===== config.mk =====
export PLATFORM = sky130hd
export DESIGN_NAME = iq_sample_format_converter
export DESIGN_NICKNAME = d
export VERILOG_FILES = /design/src/hw/rtl/iqfc_pkg.sv /design/src/hw/rtl/iqfc_decode.sv /design/src/hw/rtl/iqfc_norm.sv /design/src/hw/rtl/iqfc_round.sv /design/src/hw/rtl/iqfc_pack.sv /design/src/hw/rtl/iq_sample_format_converter.sv
export SDC_FILE = /design/constraint.sdc
export NUM_CORES = 2
export LEC_CHECK = 0
export BUFFER_PORTS_ARGS = -buffer_cell sky130_fd_sc_hd__buf_2
export CAP_MARGIN = 20
export CORE_UTILIZATION = 45
export CTS_BUF_LIST = sky130_fd_sc_hd__clkbuf_8 sky130_fd_sc_hd__clkbuf_16
export DETAILED_ROUTE_END_ITERATION = 10
export PLACE_DENSITY = 0.6
export SLEW_MARGIN = 20
export SYNTH_ARGS = -nofsm -noshare
export SYNTH_HDL_FRONTEND = slang
export SYNTH_SLANG_ARGS = --single-unit

===== constraint.sdc =====
create_clock -name clock -period 20.1 [get_ports clock]
set_clock_uncertainty 0.2 [all_clocks]
set_input_delay 1.005 -clock clock [delete_from_list [all_inputs] [get_ports clock]]
set_output_delay 1.005 -clock clock [all_outputs]
set_load 0.005 [all_outputs]

===== src/hw/rtl/iqfc_pkg.sv =====
`default_nettype none
package iqfc_pkg;

   typedef enum logic [2:0] {
      FMT_CF32 = 3'd0,
      FMT_CF64 = 3'd1,
      FMT_CI16 = 3'd2,
      FMT_CI32 = 3'd3,
      FMT_CU16 = 3'd4,
      FMT_CU32 = 3'd5,
      FMT_CI8  = 3'd6,
      FMT_CU8  = 3'd7
   } fmt_type;

   localparam logic CSR_SAMPLE_FORMAT = 1'b0;
   localparam logic CSR_BIG_ENDIAN    = 1'b1;

   localparam logic [62:0] CF64_LIMIT = 63'h412E848000000000; // 1e6

   // one component after decode: value = mag * 2^exp (plus repeating tail when dbl)
   typedef struct packed {
      logic               sign;
      logic               zero;
      logic               bad;
      logic               pass;
      logic [31:0]        pass_bits;
      logic               dbl;
      logic [63:0]        mag;
      logic [31:0]        fill;
      logic signed [12:0] exp;
   } comp_type;

   // one component in normalized form: leading one at m[63] weighs 2^exp
   typedef struct packed {
      logic               sign;
      logic               zero;
      logic               bad;
      logic               pass;
      logic [31:0]        pass_bits;
      logic               dbl;
      logic [63:0]        m;
      logic               sticky;
      logic               subn;
      logic signed [12:0] exp;
   } norm_type;

   typedef struct packed {
      comp_type i;
      comp_type q;
   } dec_pair_type;

   typedef struct packed {
      norm_type i;
      norm_type q;
   } norm_pair_type;

   function automatic comp_type decode(input logic [63:0] raw, input fmt_type fmt,
                                       input logic be);
      comp_type    c;
      logic [63:0] v64;
      logic [31:0] v32;
      logic [15:0] v16;
      logic [7:0]  v8;
      logic [15:0] a16;
      logic [31:0] a32;
      logic [7:0]  a8;
      logic [15:0] t16;
      logic [31:0] t32;
      logic [7:0]  t8;
      c = '0;
      for (int k = 0; k < 8; k++) begin
         v64[8*k +: 8] = be ? raw[8*(7-k) +: 8] : raw[8*k +: 8];
      end
      v32 = be ? {raw[7:0], raw[15:8], raw[23:16], raw[31:24]} : raw[31:0];
      v16 = be ? {raw[7:0], raw[15:8]} : raw[15:0];
      v8  = raw[7:0];
      a16 = v16[15] ? (16'h0 - v16) : v16;
      a32 = v32[31] ? (32'h0 - v32) : v32;
      a8  = v8[7] ? (8'h0 - v8) : v8;
      // |2v - (2^n - 1)| is odd, built from the low bits
      t16 = {v16[14:0] ^ {15{~v16[15]}}, 1'b1};
      t32 = {v32[30:0] ^ {31{~v32[31]}}, 1'b1};
      t8  = {v8[6:0] ^ {7{~v8[7]}}, 1'b1};
      case (fmt)
         FMT_CF32: begin
            c.pass      = 1'b1;
            c.pass_bits = v32;
            c.bad       = &v32[30:23];
         end
         FMT_CF64: begin
            c.bad  = (&v64[62:52]) || (v64[62:0] > CF64_LIMIT);
            c.sign = v64[63];
            c.zero = ~|v64[62:52];
            c.mag  = {1'b1, v64[51:0], 11'b0};
            c.exp  = $signed({2'b00, v64[62:52]}) - 13'sd1086;
         end
         FMT_CI16: begin
            c.sign = v16[15];
            c.zero = ~|v16;
            c.mag  = {16'h0, a16, 32'h0};
            c.exp  = -13'sd47;
         end
         FMT_CI32: begin
            c.sign = v32[31];
            c.zero = ~|v32;
            c.mag  = {a32, 32'h0};
            c.exp  = -13'sd63;
         end
         FMT_CI8: begin
            c.sign = v8[7];
            c.zero = ~|v8;
            c.mag  = {24'h0, a8, 32'h0};
            c.exp  = -13'sd39;
         end
         FMT_CU16: begin
            c.sign = ~v16[15];
            c.dbl  = 1'b1;
            c.fill = {t16, t16};
            c.mag  = {t16, t16, t16, t16};
            c.exp  = -13'sd64;
         end
         FMT_CU32: begin
            c.sign = ~v32[31];
            c.dbl  = 1'b1;
            c.fill = t32;
            c.mag  = {t32, t32};
            c.exp  = -13'sd64;
         end
         default: begin
            c.sign = ~v8[7];
            c.dbl  = 1'b1;
            c.fill = {4{t8}};
            c.mag  = {8{t8}};
            c.exp  = -13'sd64;
         end
      endcase
      return c;
   endfunction

   function automatic norm_type normalize(input comp_type c);
      norm_type    n;
      logic [5:0]  lz;
      logic [6:0]  sh;
      logic [63:0] fill_bits;
      lz = 6'd0;
      for (int i = 0; i < 64; i++) begin
         if (c.mag[i]) lz = 6'(63 - i);
      end
      // repeating fraction: bits shifted in come from the next block
      sh = 7'd32 - {1'b0, lz};
      fill_bits = (c.dbl && lz < 6'd32) ? ({32'h0, c.fill} >> sh) : 64'h0;
      n.sign      = c.sign;
      n.zero      = c.zero;
      n.bad       = c.bad;
      n.pass      = c.pass;
      n.pass_bits = c.pass_bits;
      n.dbl       = c.dbl;
      n.m         = (c.mag << lz) | fill_bits;
      n.sticky    = 1'b0;
      n.subn      = 1'b0;
      n.exp       = c.exp + 13'sd63 - $signed({7'b0, lz});
      return n;
   endfunction

   // round to double precision; the infinite tail is never zero
   function automatic norm_type dround(input norm_type a);
      norm_type    n;
      logic [53:0] sum;
      n = a;
      sum = {1'b0, a.m[63:11]} + {53'b0, a.m[10]};
      if (a.dbl) begin
         if (sum[53]) begin
            n.m   = {1'b1, 63'b0};
            n.exp = a.exp + 13'sd1;
         end else begin
            n.m = {sum[52:0], 11'b0};
         end
      end
      return n;
   endfunction

   function automatic norm_type denorm(input norm_type a);
      norm_type           n;
      logic signed [12:0] sh13;
      logic [5:0]         sh;
      n = a;
      sh13 = -13'sd126 - a.exp;
      sh = sh13[5:0];
      if (!a.pass && !a.zero && a.exp < -13'sd126) begin
         n.subn = 1'b1;
         if (sh13 > 13'sd63) begin
            n.sticky = |a.m;
            n.m      = 64'h0;
         end else begin
            n.sticky = |(a.m & ~({64{1'b1}} << sh));
            n.m      = a.m >> sh;
         end
      end
      return n;
   endfunction

   function automatic logic [31:0] fround(input norm_type a);
      logic        up;
      logic [7:0]  bexp;
      logic [30:0] pack;
      up   = a.m[39] & ((|a.m[38:0]) | a.sticky | a.m[40]);
      bexp = a.subn ? 8'h0 : (a.exp[7:0] + 8'd127);
      pack = {bexp, a.m[62:40]} + {30'b0, up};
      if (a.pass) return a.pass_bits;
      if (a.zero) return {a.sign, 31'b0};
      return {a.sign, pack};
   endfunction

endpackage
`default_nettype wire


===== src/hw/rtl/iqfc_decode.sv =====
`default_nettype none
module iqfc_decode (
   input  wire                         clock,
   input  wire                         reset,
   input  wire                         in_valid,
   output logic                        in_ready,
   input  wire  [63:0]                 raw_i,
   input  wire  [63:0]                 raw_q,
   input  iqfc_pkg::fmt_type           fmt,
   input  wire                         big_endian,
   output logic                        out_valid,
   input  wire                         out_ready,
   output iqfc_pkg::dec_pair_type      out_data
);
   logic                   valid_ff;
   iqfc_pkg::dec_pair_type data_ff;
   iqfc_pkg::dec_pair_type data_in;

   assign in_ready = !valid_ff || out_ready;
   assign data_in.i = iqfc_pkg::decode(raw_i, fmt, big_endian);
   assign data_in.q = iqfc_pkg::decode(raw_q, fmt, big_endian);

   always_ff @(posedge clock) begin
      if (reset) begin
         valid_ff <= 1'b0;
      end else if (in_ready) begin
         valid_ff <= in_valid;
      end
   end

   always_ff @(posedge clock) begin
      if (in_ready && in_valid) begin
         data_ff <= data_in;
      end
   end

   assign out_valid = valid_ff;
   assign out_data  = data_ff;
endmodule
`default_nettype wire


===== src/hw/rtl/iqfc_norm.sv =====
`default_nettype none
module iqfc_norm (
   input  wire                         clock,
   input  wire                         reset,
   input  wire                         in_valid,
   output logic                        in_ready,
   input  iqfc_pkg::dec_pair_type      in_data,
   output logic                        out_valid,
   input  wire                         out_ready,
   output iqfc_pkg::norm_pair_type     out_data
);
   logic                    valid_ff;
   iqfc_pkg::norm_pair_type data_ff;
   iqfc_pkg::norm_pair_type data_in;

   assign in_ready  = !valid_ff || out_ready;
   assign data_in.i = iqfc_pkg::normalize(in_data.i);
   assign data_in.q = iqfc_pkg::normalize(in_data.q);

   always_ff @(posedge clock) begin
      if (reset) begin
         valid_ff <= 1'b0;
      end else if (in_ready) begin
         valid_ff <= in_valid;
      end
   end

   always_ff @(posedge clock) begin
      if (in_ready && in_valid) begin
         data_ff <= data_in;
      end
   end

   assign out_valid = valid_ff;
   assign out_data  = data_ff;
endmodule
`default_nettype wire


===== src/hw/rtl/iqfc_round.sv =====
`default_nettype none
// two stages: rounding of the repeating fractions to double, then the
// right shift into the float subnormal range
module iqfc_round (
   input  wire                         clock,
   input  wire                         reset,
   input  wire                         in_valid,
   output logic                        in_ready,
   input  iqfc_pkg::norm_pair_type     in_data,
   output logic                        out_valid,
   input  wire                         out_ready,
   output iqfc_pkg::norm_pair_type     out_data
);
   logic                    dbl_valid_ff;
   logic                    sub_valid_ff;
   logic                    dbl_ready;
   iqfc_pkg::norm_pair_type dbl_ff;
   iqfc_pkg::norm_pair_type sub_ff;
   iqfc_pkg::norm_pair_type dbl_in;
   iqfc_pkg::norm_pair_type sub_in;

   assign dbl_ready = !sub_valid_ff || out_ready;
   assign in_ready  = !dbl_valid_ff || dbl_ready;

   assign dbl_in.i = iqfc_pkg::dround(in_data.i);
   assign dbl_in.q = iqfc_pkg::dround(in_data.q);
   assign sub_in.i = iqfc_pkg::denorm(dbl_ff.i);
   assign sub_in.q = iqfc_pkg::denorm(dbl_ff.q);

   always_ff @(posedge clock) begin
      if (reset) begin
         dbl_valid_ff <= 1'b0;
         sub_valid_ff <= 1'b0;
      end else begin
         if (in_ready) begin
            dbl_valid_ff <= in_valid;
         end
         if (dbl_ready) begin
            sub_valid_ff <= dbl_valid_ff;
         end
      end
   end

   always_ff @(posedge clock) begin
      if (in_ready && in_valid) begin
         dbl_ff <= dbl_in;
      end
      if (dbl_ready && dbl_valid_ff) begin
         sub_ff <= sub_in;
      end
   end

   assign out_valid = sub_valid_ff;
   assign out_data  = sub_ff;
endmodule
`default_nettype wire


===== src/hw/rtl/iqfc_pack.sv =====
`default_nettype none
module iqfc_pack (
   input  wire                         clock,
   input  wire                         reset,
   input  wire                         in_valid,
   output logic                        in_ready,
   input  iqfc_pkg::norm_pair_type     in_data,
   output logic                        out_valid,
   input  wire                         out_ready,
   output logic [31:0]                 i_value,
   output logic [31:0]                 q_value,
   output logic                        sample_invalid
);
   logic        valid_ff;
   logic [31:0] i_value_ff;
   logic [31:0] q_value_ff;
   logic        invalid_ff;
   logic [31:0] i_value_in;
   logic [31:0] q_value_in;
   logic        invalid_in;

   assign in_ready   = !valid_ff || out_ready;
   // a bad component zeroes both values
   assign invalid_in = in_data.i.bad || in_data.q.bad;
   assign i_value_in = invalid_in ? 32'h0 : iqfc_pkg::fround(in_data.i);
   assign q_value_in = invalid_in ? 32'h0 : iqfc_pkg::fround(in_data.q);

   always_ff @(posedge clock) begin
      if (reset) begin
         valid_ff <= 1'b0;
      end else if (in_ready) begin
         valid_ff <= in_valid;
      end
   end

   always_ff @(posedge clock) begin
      if (in_ready && in_valid) begin
         i_value_ff <= i_value_in;
         q_value_ff <= q_value_in;
         invalid_ff <= invalid_in;
      end
   end

   assign out_valid      = valid_ff;
   assign i_value        = i_value_ff;
   assign q_value        = q_value_ff;
   assign sample_invalid = invalid_ff;
endmodule
`default_nettype wire


===== src/hw/rtl/iq_sample_format_converter.sv =====
// Pipeline: an accepted req word passes through registered stages for decode,
// normalize, double rounding, subnormal shift and float rounding to rsp_valid.
// Throughput: one complex sample per cycle; every stage holds under backpressure.
// Reset (synchronous, active high) empties the pipeline and sets
// sample_format to cf32 and big_endian to 0.
`default_nettype none
module iq_sample_format_converter (
   input  wire         clock,
   input  wire         reset,
   input  wire         req_valid,
   output logic        req_ready,
   input  wire  [63:0] req_raw_i,
   input  wire  [63:0] req_raw_q,
   output logic        rsp_valid,
   input  wire         rsp_ready,
   output logic [31:0] rsp_i_value,
   output logic [31:0] rsp_q_value,
   output logic        rsp_sample_invalid,
   input  wire         csr_we,
   input  wire         csr_index,
   input  wire  [2:0]  csr_wdata
);
   iqfc_pkg::fmt_type       sample_format_ff;
   logic                    big_endian_ff;
   logic                    dec_valid;
   logic                    dec_ready;
   iqfc_pkg::dec_pair_type  dec_data;
   logic                    norm_valid;
   logic                    norm_ready;
   iqfc_pkg::norm_pair_type norm_data;
   logic                    rnd_valid;
   logic                    rnd_ready;
   iqfc_pkg::norm_pair_type rnd_data;

   always_ff @(posedge clock) begin
      if (reset) begin
         sample_format_ff <= iqfc_pkg::FMT_CF32;
         big_endian_ff    <= 1'b0;
      end else if (csr_we) begin
         case (csr_index)
            iqfc_pkg::CSR_SAMPLE_FORMAT: sample_format_ff <= iqfc_pkg::fmt_type'(csr_wdata);
            iqfc_pkg::CSR_BIG_ENDIAN:    big_endian_ff    <= csr_wdata[0];
            default: ;
         endcase
      end
   end

   iqfc_decode u_decode (
      .clock      (clock),
      .reset      (reset),
      .in_valid   (req_valid),
      .in_ready   (req_ready),
      .raw_i      (req_raw_i),
      .raw_q      (req_raw_q),
      .fmt        (sample_format_ff),
      .big_endian (big_endian_ff),
      .out_valid  (dec_valid),
      .out_ready  (dec_ready),
      .out_data   (dec_data)
   );

   iqfc_norm u_norm (
      .clock     (clock),
      .reset     (reset),
      .in_valid  (dec_valid),
      .in_ready  (dec_ready),
      .in_data   (dec_data),
      .out_valid (norm_valid),
      .out_ready (norm_ready),
      .out_data  (norm_data)
   );

   iqfc_round u_round (
      .clock     (clock),
      .reset     (reset),
      .in_valid  (norm_valid),
      .in_ready  (norm_ready),
      .in_data   (norm_data),
      .out_valid (rnd_valid),
      .out_ready (rnd_ready),
      .out_data  (rnd_data)
   );

   iqfc_pack u_pack (
      .clock          (clock),
      .reset          (reset),
      .in_valid       (rnd_valid),
      .in_ready       (rnd_ready),
      .in_data        (rnd_data),
      .out_valid      (rsp_valid),
      .out_ready      (rsp_ready),
      .i_value        (rsp_i_value),
      .q_value        (rsp_q_value),
      .sample_invalid (rsp_sample_invalid)
   );
endmodule
`default_nettype wire


==> metrics.md <==
| Metric | Value |
|---|---|
| Initial DRC count | 8196 |
| Mapped Nets | 7254 |
| Slew Viols, Final | 0 |
| Area delta synth->final | 9.68% |
| Reg power frac | 42.7% |
| Via density | 6.52 |
| Combinational fraction of design power | 24.5% |
| Final Cycle Share | 32.5% |
| RR Endpoint | u_norm.out_data[133] |
| EDFF count, synth | 1019 |
| Core Rows | 143 |
| Seq cells post-synth | 1028 |
| Switch share | 32.1% |
| Post-Syn Instances | 7035 |
| Sequential-to-total area share from yosys stat | 44.3% |
| Final nets | 7246 |
| R2R cell count | 18 |
| Global-route congestion overflow total | 0 |
| Clock-pin slew on the worst setup and hold paths | 0.06 ns |
| Die Ht | 395 um |
| Hold WC Path Type | reg -> reg |
| Via count | 59700 |
| Critical Path RT | 20.42 ns |
| Routed len/inst | 29.0 um |
| Critical path class | reg -> reg |
| Placed insts | 8945 |
| Die Width | 395 um |
| Initial antenna violation count | 11 |
| CTS H-tree depth | 3 |
| Most common cell after layout, fill and taps aside | edfxtp_1 |
| R2r setup slk | 13.56 ns |
| Final hold violations | 0 |
| Setup TNS | 0 ns |
| P_int | 4.19 mW |
| Commonest non-fill, non-tap cells in the layout | edfxtp_1, nand2_1, nor2_1 |
| Placer Congestion | 1.02 |
| Core Region | 152000 um2 |
| Switching pwr | 1.99 mW |
| Synth top area share | 44.1% |
| Critical path capture point type | register |
| Clk pwr share | 32.8% |
| Crit-path max FO | 59 |
| Hpwl dp | 201000 um |
| Final-report setup violation count | 0 |
| Min Clock Period, post-route | 6.54 ns |
| Worst-margin pin slew | 1.25 ns |
| Hold Crit Start | u_decode.out_data[273] |
| Non-Filler Instances | 9157 |
| CP arrival | 6.86 ns |
| Initial Util | 45.5% |
| Root buffer cell | clkbuf_16 |
| PwrDens | 81.2 nW/um2 |
| Synth cell types | 107 |
| Largest net degree at the start of global routing | 164 |
| Port Buffers | 203 |
| Post-DRT Antenna Nets | 0 |
| CTS tree | done |
| Clock Sink Count | 1028 |
| Number of global-route vias before repair | 54900 |
| CP startpoint kind | register |
| First-pass GRT wire length | 384000 um |
| DRT Wirelength | 266000 um |
| CTS buffer count | 109 |
| Hold Path Sink | u_norm.out_data[213] |
| Mean Syn Cell Area | 9.87 um2 |
| Area leader, netlist | edfxtp_1 |
| GRT Util Overall | 33.0% |
| Clock Latency Late Sink | 0.75 ns |
| Highest clock rate | 0.153 GHz |
| Ports | 204 |
| Main synth FF type | edfxtp_1 |
| DRT Pass-1 Iters | 8 |
| Yosys Warn Count | 0 |
| Slew HR | 17.0% |
| Asr flop ratio synth | 0% |
| Largest cells by area after synthesis | edfxtp_1, mux2i_1, nand2_1, mux4_2, a21oi_1 |
| DR DRC count | 0 |
| Design Area, Final | 76100 um2 |
| Max-Cap Viols | 0 |
| RSZ-0062 raised after global routing | false |
| DP Area | 72400 um2 |
| Max clock buf depth | 3 |
| Layout cell share with drive strength beyond 1 | 11.6% |
| Status | finished, final reports clean |
| Mapped cell area | 69400 um2 |
| Hold buffers post-CTS | 0 |
| RR Startpoint | u_decode.out_data[204] |
| Total setup buffers inserted after CTS | 0 |
| Die area | 156000 um2 |
| Cells on Worst Hold Path | 0 |
| Cts repair resizes | 0 |
| Max IR drop VDD | 81.6 uV |
| Leak pwr | 27.9 nW |
## routing by layer
layer | vias up | GRT usage (%) | wire length, um
li1 | 26600 | - | -
met1 | 29100 | 50.4 | 121000
met2 | 3428 | 46.7 | 109000
met3 | 576 | 4.09 | 23500
met4 | 2 | 14.0 | 12600
met5 | - | 0 | 13
## Yosys cell counts, drive strengths merged, types with 63 or more instances
library cell,number
edfxtp,1019
nand2,809
nor2,652
a21oi,535
mux2i,511
o21ai,510
clkbuf,303
xnor2,254
xor2,164
buf,154
inv,143
nor4,131
nand3,129
mux4,126
nor3,123
a22oi,121
nor2b,113
mux2,110
nand4,99
ha,80
a211oi,75
o22ai,75
and3,65
o211ai,63
## area by class of cell
cell class	instances	area [um2]
well taps	2030	2540
inverters	149	566
multi-input cells	5401	36500
diodes	6	15.0
clock inverters	96	915
repair buffers	338	2070
flip-flops and latches	1028	30800
fillers	14100	76300
clock buffers	109	2730
## registers in the layout, indices dropped and copies added (netlist names)
| name | count |
|---|---|
| u_pack.out_valid | 1 |
| u_round.dbl_ff | 225 |
| u_round.dbl_valid_ff | 1 |
| u_decode.out_valid | 1 |
| u_norm.out_valid | 1 |
| sample_format_ff | 3 |
| u_round.out_valid | 1 |
| u_round.out_data | 217 |
| big_endian_ff | 1 |
| u_pack.sample_invalid | 1 |
| u_norm.out_data | 226 |
| u_decode.out_data | 286 |
| u_pack.i_value | 32 |
| u_pack.q_value | 32 |
## cell families after synthesis
family / synth area share, %
simple gates: 15.3
compound gates: 16.7
flops: 44.3
mux: 13.2
buf+inv: 3.54
xor+xnor: 5.29
fa+ha+maj: 1.54
## worst max-delay path: stages, from the launching register on
cell and delay [ns]:
edfxtp_1 0.48, or3_1 0.37, a221o_1 0.26, a21oi_1 0.21, o221ai_1 0.23, nand3_2 0.30, and2_1 0.29, buf_4 0.35
clkinv_2 0.47, buf_4 0.57, ha_1 0.44, inv_1 0.15, xnor2_1 0.08, buf_4 0.20, nor2_1 0.60, a22oi_1 0.29
o21ai_0 0.35, a22oi_1 0.16, o21ai_0 0.25
## how the worst max path moves through the flow
stage                                 startpoint              endpoint  depth (start not counted)
after floorplan                        rsp_ready    u_norm.out_data[0]                          4
after global placement    u_decode.out_data[204]  u_norm.out_data[136]                         17
after global routing      u_decode.out_data[204]  u_norm.out_data[133]                         18
after CTS                 u_decode.out_data[204]  u_norm.out_data[136]                         17
final                     u_decode.out_data[204]  u_norm.out_data[133]                         18
after detailed placement  u_decode.out_data[204]  u_norm.out_data[136]                         17
## metrics by stage
stage | hold WS [ns] | total power, mW | util [%] | setup WS, ns
after floorplan | 0.200 | 3.66 | - | 1.08
after global placement | 0.201 | 4.13 | 47.5 | 13.73
after detailed placement | 0.205 | 4.14 | 47.5 | 13.71
after CTS | 0.181 | 6.16 | 49.9 | 13.65
after global routing | 0.187 | 6.39 | 49.9 | 13.20
final | 0.187 | 6.18 | 49.9 | 13.56
## power by group through the flow
stage	Combinational (mW)	Clock [mW]	Sequential, mW
after global placement	1.46	0	2.67
after detailed placement	1.46	0	2.67
after CTS	1.47	2.06	2.63
final	1.52	2.03	2.64
after global routing	1.60	2.14	2.64
after floorplan	1.00	0	2.65
Note: power is estimated with default switching activity, not from simulation.
